[src/hw/rtl/speck64_128_encrypt_top_defines.svh]
// assertion macros for the speck 64/128 encryption engine
// used by the top level; needs a clock named clk and reset named arst_n in scope
`ifndef SPECK64_128_ENCRYPT_TOP_DEFINES_SVH
`define SPECK64_128_ENCRYPT_TOP_DEFINES_SVH

// same-cycle implication, checked outside reset
`define SPK_ASSERT_NOW(label, ante, cons, msg) \
	label: assert property (@(posedge clk) disable iff (!arst_n) (ante) |-> (cons)) \
		else $error(msg);

// next-cycle implication, checked outside reset
`define SPK_ASSERT_NEXT(label, ante, cons, msg) \
	label: assert property (@(posedge clk) disable iff (!arst_n) (ante) |=> (cons)) \
		else $error(msg);

`endif

[src/hw/rtl/speck_pkg.sv]
// shared types, constants and round functions for the speck 64/128 engine
// no dependencies; imported by every module of the block
package speck_pkg;

	localparam int WORD_W     = 32;
	localparam int KEY_REGS   = 4;
	localparam int ROUNDS_DEF = 27;

	typedef logic [WORD_W-1:0] word_t;

	// key register indexes on the configuration port
	typedef enum logic [1:0] {
		KEY_K0 = 2'd0,
		KEY_L0 = 2'd1,
		KEY_L1 = 2'd2,
		KEY_L2 = 2'd3
	} key_idx_t;

	typedef struct packed {
		logic [WORD_W-1:0] plain_high;
		logic [WORD_W-1:0] plain_low;
	} plain_t;

	typedef struct packed {
		logic [WORD_W-1:0] cipher_high;
		logic [WORD_W-1:0] cipher_low;
	} cipher_t;

	// working x/y pair of one round
	typedef struct packed {
		word_t x;
		word_t y;
	} blk_t;

	function automatic word_t ror8(input word_t v);
		return {v[7:0], v[WORD_W-1:8]};
	endfunction

	function automatic word_t rol3(input word_t v);
		return {v[WORD_W-4:0], v[WORD_W-1:WORD_W-3]};
	endfunction

	// one round: x -> (ror8(x) + y) ^ k, y -> rol3(y) ^ new x
	function automatic blk_t speck_mix(input word_t x, input word_t y, input word_t k);
		blk_t  r;
		word_t nx;
		nx  = word_t'(ror8(x) + y) ^ k;
		r.x = nx;
		r.y = rol3(y) ^ nx;
		return r;
	endfunction

endpackage

[src/hw/rtl/speck64_128_encrypt_top.sv]
// top level of the speck 64/128 encryption engine: round pipeline and output skid
// depends on speck_pkg, speck_stage, speck_ksched and the assertion macro header
//
//  channel   direction  handshake              payload
//  plain     in         plain_valid/stall      plain_t  (plain_high, plain_low)
//  cipher    out        cipher_valid/stall     cipher_t (cipher_high, cipher_low)
//  cfg       in         cfg_valid/cfg_ready    cfg_index (key_idx_t), cfg_data
//
// one block enters per cycle while plain_stall is low; one round per pipeline stage
// after reset and after every key write the schedule expands one round key per cycle
// in the key unit, with plain_stall held high
// a stalled result moves into a one-item skid register; plain_stall rises the cycle after
`include "speck64_128_encrypt_top_defines.svh"

module speck64_128_encrypt_top #(
	parameter int ROUNDS = speck_pkg::ROUNDS_DEF
) (
	input  logic                clk,
	input  logic                arst_n,
	input  logic                plain_valid,
	output logic                plain_stall,
	input  speck_pkg::plain_t   plain,
	output logic                cipher_valid,
	input  logic                cipher_stall,
	output speck_pkg::cipher_t  cipher,
	input  logic                cfg_valid,
	output logic                cfg_ready,
	input  speck_pkg::key_idx_t cfg_index,
	input  speck_pkg::word_t    cfg_data
);
	import speck_pkg::*;

	logic [ROUNDS-1:0][WORD_W-1:0] sub_keys;
	logic                          ks_busy;
	logic                          cfg_we;
	logic                          accept;
	logic                          pipe_en;
	logic [ROUNDS:0]               vld;
	blk_t                          blk [ROUNDS+1];
	logic                          skid_full_q;
	blk_t                          skid_q;
	blk_t                          out_blk;

	assign cfg_ready = 1'b1;
	assign cfg_we    = cfg_valid && cfg_ready;

	speck_ksched #(
		.ROUNDS(ROUNDS)
	) u_ksched (
		.clk        (clk),
		.arst_n     (arst_n),
		.cfg_we     (cfg_we),
		.cfg_index  (cfg_index),
		.cfg_data   (cfg_data),
		.busy       (ks_busy),
		.sub_keys   (sub_keys)
	);

	assign pipe_en     = !skid_full_q;
	assign plain_stall = ks_busy || skid_full_q;
	assign accept      = plain_valid && !plain_stall;

	assign vld[0]   = accept;
	assign blk[0].x = plain.plain_high;
	assign blk[0].y = plain.plain_low;

	for (genvar g = 0; g < ROUNDS; g++) begin : g_round
		speck_stage u_round (
			.clk       (clk),
			.arst_n    (arst_n),
			.en        (pipe_en),
			.valid_in  (vld[g]),
			.blk_in    (blk[g]),
			.sub_key   (sub_keys[g]),
			.valid     (vld[g+1]),
			.blk       (blk[g+1])
		);
	end

	// skid catches the last stage when the consumer stalls
	always_ff @(posedge clk or negedge arst_n) begin
		if (!arst_n) begin
			skid_full_q <= 1'b0;
		end else if (skid_full_q) begin
			skid_full_q <= cipher_stall;
		end else begin
			skid_full_q <= vld[ROUNDS] && cipher_stall;
		end
	end

	always_ff @(posedge clk) begin
		if (!skid_full_q && vld[ROUNDS] && cipher_stall) begin
			skid_q <= blk[ROUNDS];
		end
	end

	assign out_blk            = skid_full_q ? skid_q : blk[ROUNDS];
	assign cipher_valid       = skid_full_q || vld[ROUNDS];
	assign cipher.cipher_high = out_blk.x;
	assign cipher.cipher_low  = out_blk.y;

	`SPK_ASSERT_NOW(a_busy_stalls, ks_busy, plain_stall, "item accepted during key expansion")
	`SPK_ASSERT_NEXT(a_write_expands, cfg_we, ks_busy, "key write did not start expansion")
	`SPK_ASSERT_NEXT(a_skid_holds, skid_full_q && cipher_stall, skid_full_q && $stable(skid_q), "stalled skid item lost or changed")
	`SPK_ASSERT_NEXT(a_skid_drains, skid_full_q && !cipher_stall, !skid_full_q, "skid item delivered twice")

endmodule

[src/hw/rtl/speck_round.sv]
// one encryption round as a single pipeline stage
// depends on speck_pkg
module speck_stage (
	input  logic                    clk,
	input  logic                    arst_n,
	input  logic                    en,
	input  logic                    valid_in,
	input  speck_pkg::blk_t         blk_in,
	input  speck_pkg::word_t        sub_key,
	output logic                    valid,
	output speck_pkg::blk_t         blk
);
	import speck_pkg::*;

	logic vld_s1;
	blk_t blk_s1;

	always_ff @(posedge clk or negedge arst_n) begin
		if (!arst_n) begin
			vld_s1 <= 1'b0;
		end else if (en) begin
			vld_s1 <= valid_in;
		end
	end

	always_ff @(posedge clk) begin
		if (en && valid_in) begin
			blk_s1 <= speck_mix(blk_in.x, blk_in.y, sub_key);
		end
	end

	assign valid = vld_s1;
	assign blk   = blk_s1;

endmodule

[src/hw/rtl/speck_ksched.sv]
// key registers and round key expansion, one round key per cycle
// depends on speck_pkg
module speck_ksched #(
	parameter int ROUNDS = speck_pkg::ROUNDS_DEF
) (
	input  logic                                     clk,
	input  logic                                     arst_n,
	input  logic                                     cfg_we,
	input  speck_pkg::key_idx_t                      cfg_index,
	input  speck_pkg::word_t                         cfg_data,
	output logic                                     busy,
	output logic [ROUNDS-1:0][speck_pkg::WORD_W-1:0] sub_keys
);
	import speck_pkg::*;

	localparam int STORE_D = ROUNDS - 1;
	localparam int RW      = (STORE_D > 1) ? $clog2(STORE_D) : 1;

	logic [KEY_REGS-1:0][WORD_W-1:0] key_q;
	logic [KEY_REGS-1:0][WORD_W-1:0] key_d;
	word_t                           k_q;
	word_t                           lw_q [3];
	logic [RW-1:0]                   r_q;
	logic                            busy_q;
	word_t                           store_q [STORE_D];
	blk_t                            mix;

	always_comb begin
		key_d = key_q;
		unique case (cfg_index)
			KEY_K0:  key_d[0] = cfg_data;
			KEY_L0:  key_d[1] = cfg_data;
			KEY_L1:  key_d[2] = cfg_data;
			KEY_L2:  key_d[3] = cfg_data;
			default: key_d    = key_q;
		endcase
	end

	// the l word in use always sits at the head of the three-word queue
	assign mix = speck_mix(lw_q[0], k_q, WORD_W'(r_q));

	always_ff @(posedge clk or negedge arst_n) begin
		if (!arst_n) begin
			key_q   <= '0;
			k_q     <= '0;
			lw_q[0] <= '0;
			lw_q[1] <= '0;
			lw_q[2] <= '0;
			r_q     <= '0;
			busy_q  <= 1'b1;
		end else if (cfg_we) begin
			key_q   <= key_d;
			k_q     <= key_d[0];
			lw_q[0] <= key_d[1];
			lw_q[1] <= key_d[2];
			lw_q[2] <= key_d[3];
			r_q     <= '0;
			busy_q  <= 1'b1;
		end else if (busy_q) begin
			k_q     <= mix.y;
			lw_q[0] <= lw_q[1];
			lw_q[1] <= lw_q[2];
			lw_q[2] <= mix.x;
			r_q     <= r_q + RW'(1);
			busy_q  <= (r_q != RW'(STORE_D - 1));
		end
	end

	always_ff @(posedge clk) begin
		if (busy_q && !cfg_we) begin
			store_q[r_q] <= mix.y;
		end
	end

	// round key zero is the first key word itself
	always_comb begin
		sub_keys[0] = key_q[0];
		for (int i = 1; i < ROUNDS; i++) begin
			sub_keys[i] = store_q[i-1];
		end
	end

	assign busy = busy_q;

endmodule
[config.mk]
export PLATFORM = sky130hd
export DESIGN_NAME = speck64_128_encrypt_top
export DESIGN_NICKNAME = d
export VERILOG_FILES = /design/src/hw/rtl/speck_pkg.sv /design/src/hw/rtl/speck64_128_encrypt_top.sv /design/src/hw/rtl/speck_round.sv /design/src/hw/rtl/speck_ksched.sv
export VERILOG_INCLUDE_DIRS = /design/src /design/src/hw/rtl
export SDC_FILE = /design/constraint.sdc
export NUM_CORES = 2
export LEC_CHECK = 0
export BUFFER_PORTS_ARGS = -buffer_cell sky130_fd_sc_hd__buf_2
export CORE_MARGIN = 2
export CORE_UTILIZATION = 45
export DETAILED_ROUTE_END_ITERATION = 8
export GPL_TIMING_DRIVEN = 0
export PLACE_DENSITY = 0.68
export SYNTH_ARGS = -nofsm -noshare
export SYNTH_HDL_FRONTEND = slang
export SYNTH_SLANG_ARGS = --single-unit
[constraint.sdc]
create_clock -name clk -period 5.81 [get_ports clk]
set_input_delay 1.162 -clock clk [delete_from_list [all_inputs] [get_ports clk]]
set_output_delay 1.162 -clock clk [all_outputs]
set_load 0.05 [all_outputs]
==> metrics.yaml <==
run_status:
  outcome: "finished clean"
drt:
  viasPerCell: 5.77
  post_drt_wl_per_cell_um: 26.9
  dr.pass1.iters: 6
  vias: 96600
  ant_nets: 0
  drc_errors: 0
  routed_wl_mm: 450
  drt_iter0_markers: 11200
cts:
  clock_latency_ns: 0.95
  cts-buffers-inserted: 317
  cts_sinks: 2914
  max-clock-path-buffers: 4
  cts_tree: "yes"
  hold_buffers: 0
  postCtsSetupBuffers: 0
  h-tree-depth: 5
  ctsResizeCount: 0
  path_clk_slew_ns: 0.06
  root_buffer: "clkbuf_16"
die:
  die_area_sq_um: 340000
  initial_utilization_pct: 45.3
  ios: 170
  core_sq_um: 334000
  fp.dieW_um: 583
  rows: 212
  fp.dieH_um: 583
worst_setup_path:
  path_max_fanout: 9
  endpoint: "u_ksched.store_q[23][20]"
  reg2reg_setup_slack_ns: 1.13
  startpoint_type: "register"
  cp.required_ns: 6.54
  crit_arrival_ns: 5.40
  r2r-end: "u_ksched.store_q[23][20]"
  crit_path_end_kind: "register"
  path_class: "reg -> reg"
  r2r_cells: 13
  crit_start: "u_ksched.k_q[0]"
  rr_startpoint: "u_ksched.k_q[0]"
finish:
  final_cells: 16700
  nets: 13100
  nFillCells: 27900
  multi_input_area_sq_um: 64100
  regArea_sq_um: 86100
  area_growth_pct: 14.1
  drive_gt1_share_pct: 9.48
timing:
  setup_viol: 0
  max_freq_mhz: 214
  finalCritPeriodShare_pct: 80.5
  fin_worst_skew_ns: 0.0659
  relSlewSlack_pct: 4.64
  finalHoldViolations: 0
  finalMaxSlewViolations: 0
  rsz0062_at_grt: "false"
  tightestPinTransition_ns: 1.43
  layout_min_cycle_time_ns: 4.68
  setup_ws_ns: 1.13
grt:
  antenna_found_initial: 53
  grt_max_degree: 101
  grt_pass1_wl_mm: 652
  overflow: 0
  grtUsageTotal_pct: 26.0
  grt_pass1_vias: 94500
synth:
  async_reset_ff_share_pct: 9.95
  synth_area_sq_um: 151000
  synthFlopType: "edfxtp_1"
  synth_edf_count: 2624
  yosysWarnings: 0
  synthCells: 11400
  ys_ff_latch: 2914
  avgSynthCellArea_sq_um: 13.2
  yosysSeqAreaShare_pct: 57.0
  syn-num-nets: 12400
  yosysUniqueCellTypes: 88
job:
  max-cap-violations: 0
placement:
  dp_cells: 16100
  io_buffer_count: 165
  hpwl_mm: 345
  post-place-ws_ns: 0.808
  gp_congestion: 0.958
power_and_ir_drop:
  ir_worst_vdd_uv: 738
  powerDensity_nw_per_um2: 428
  leakage_nw: 65.0
worst_hold_path:
  hold_class: "in -> async"
[layout make-up]
class                      count  area share [%]
buffer                       182           0.401
tap                         4387            3.18
clock buffer                 369            4.88
timing repair buffer         322            2.34
inverter                     271           0.590
multi-input combinational   8062            37.2
antenna                       27          0.0392
clock inverter               207            1.45
sequential                  2914            49.9
[logic make-up after synthesis]
kind of cell               synth area share (%)
DFF                                        57.0
xor gates and xnor gates                   15.8
AOI/OAI and AO/OA                          10.8
and+or+nand+nor                            5.52
adders and majority gates                  7.59
buffers and inverters                      1.13
muxes                                      2.15
other                                   0.00248
[registers in the layout, summed over array words and instances (netlist names)]
name and cells:
g_round.u_round.blk 1728, g_round.u_round.valid 27, skid_full_q 1, skid_q 64, u_ksched.busy 1, u_ksched.k_q 32
u_ksched.key_q 96, u_ksched.lw_q 96, u_ksched.r_q 5, u_ksched.store_q 832, u_ksched.sub_keys 32
[synth_stat cells, types with 132 or more instances]
master | instances | area (sq um)
edfxtp_1 | 2624 | 78800
xor2_1 | 1380 | 12100
xnor2_1 | 1228 | 10800
ha_1 | 872 | 10900
a21oi_1 | 804 | 4020
a21o_1 | 515 | 3870
nand2_1 | 439 | 1650
nor2_1 | 368 | 1380
o21ai_0 | 311 | 1560
dfrtp_1 | 289 | 7230
inv_1 | 270 | 1010
nor2b_1 | 230 | 1440
mux2_2 | 193 | 2170
clkbuf_1 | 159 | 597
a211oi_1 | 149 | 1120
nand3_1 | 146 | 731
o21bai_1 | 132 | 991
[per-stage QoR]
stage | instance area [sq um] | util, % | setup TNS, ns | power, mW | hold slack, ns
global placement | 157000 | 47.2 | -3775.92 | 35.0 | 0.436
floorplan | 151000 | - | 0 | 33.3 | 0.422
global route | 172000 | 51.6 | 0 | 75.2 | 0.114
CTS | 172000 | 51.6 | 0 | 74.2 | 0.0794
finish | 172000 | 51.7 | 0 | 73.8 | 0.150
detailed placement | 161000 | 48.4 | 0 | 53.0 | 0.438
[worst max-delay path, cell delays in order (launching register included)]
cell and delay [ns]:
dfrtp_1 0.41, ha_1 0.19, inv_1 0.06, fa_1 0.40, nor2b_1 0.15, o21a_1 0.14
o21ai_0 0.17, a31oi_1 0.45, o21ai_1 0.25, o31a_1 0.38, xnor2_1 0.73, xor2_4 0.60
buf_12 0.28, buf_12 0.20
[cell usage in the layout (no fill, tap or decap), types with 187 or more instances in the layout]
| cell | n |
|---|---|
| edfxtp_1 | 2624 |
| xor2_1 | 1360 |
| xnor2_1 | 1221 |
| ha_1 | 872 |
| a21oi_1 | 804 |
| a21o_1 | 515 |
| nand2_1 | 435 |
| nor2_1 | 340 |
| clkbuf_16 | 324 |
| o21ai_0 | 311 |
| dfrtp_1 | 289 |
| inv_1 | 270 |
| nor2b_1 | 204 |
| mux2_2 | 193 |
| clkbuf_1 | 187 |
[report_power, final]
group          internal (mW)  switching [mW]
Clock                   12.5            8.78
Combinational           7.03            17.5
Sequential              27.3           0.667
Total                   46.9            27.0
[metal layers]
layer  GRT usage [%]  vias to the layer above  share of wire (%)
li1                -                    43600                  -
met1            38.0                    48000                 44
met2            40.0                     4203                 45
met3            3.47                      726                7.8
met4            8.62                        8                3.5
met5               0                        -              0.012
[worst min-delay path by stage]
stage                                startpoint                  endpoint  slack, ns
floorplan            g_round[26].u_round.blk[0]                 skid_q[0]       0.42
global placement    g_round[26].u_round.blk[62]                skid_q[62]       0.44
detailed placement  g_round[26].u_round.blk[62]                skid_q[62]       0.44
CTS                                      arst_n  g_round[8].u_round.valid       0.08
global route                             arst_n  g_round[8].u_round.valid       0.11
finish                                   arst_n  g_round[8].u_round.valid       0.15
Note: power is estimated with default switching activity, not from simulation.
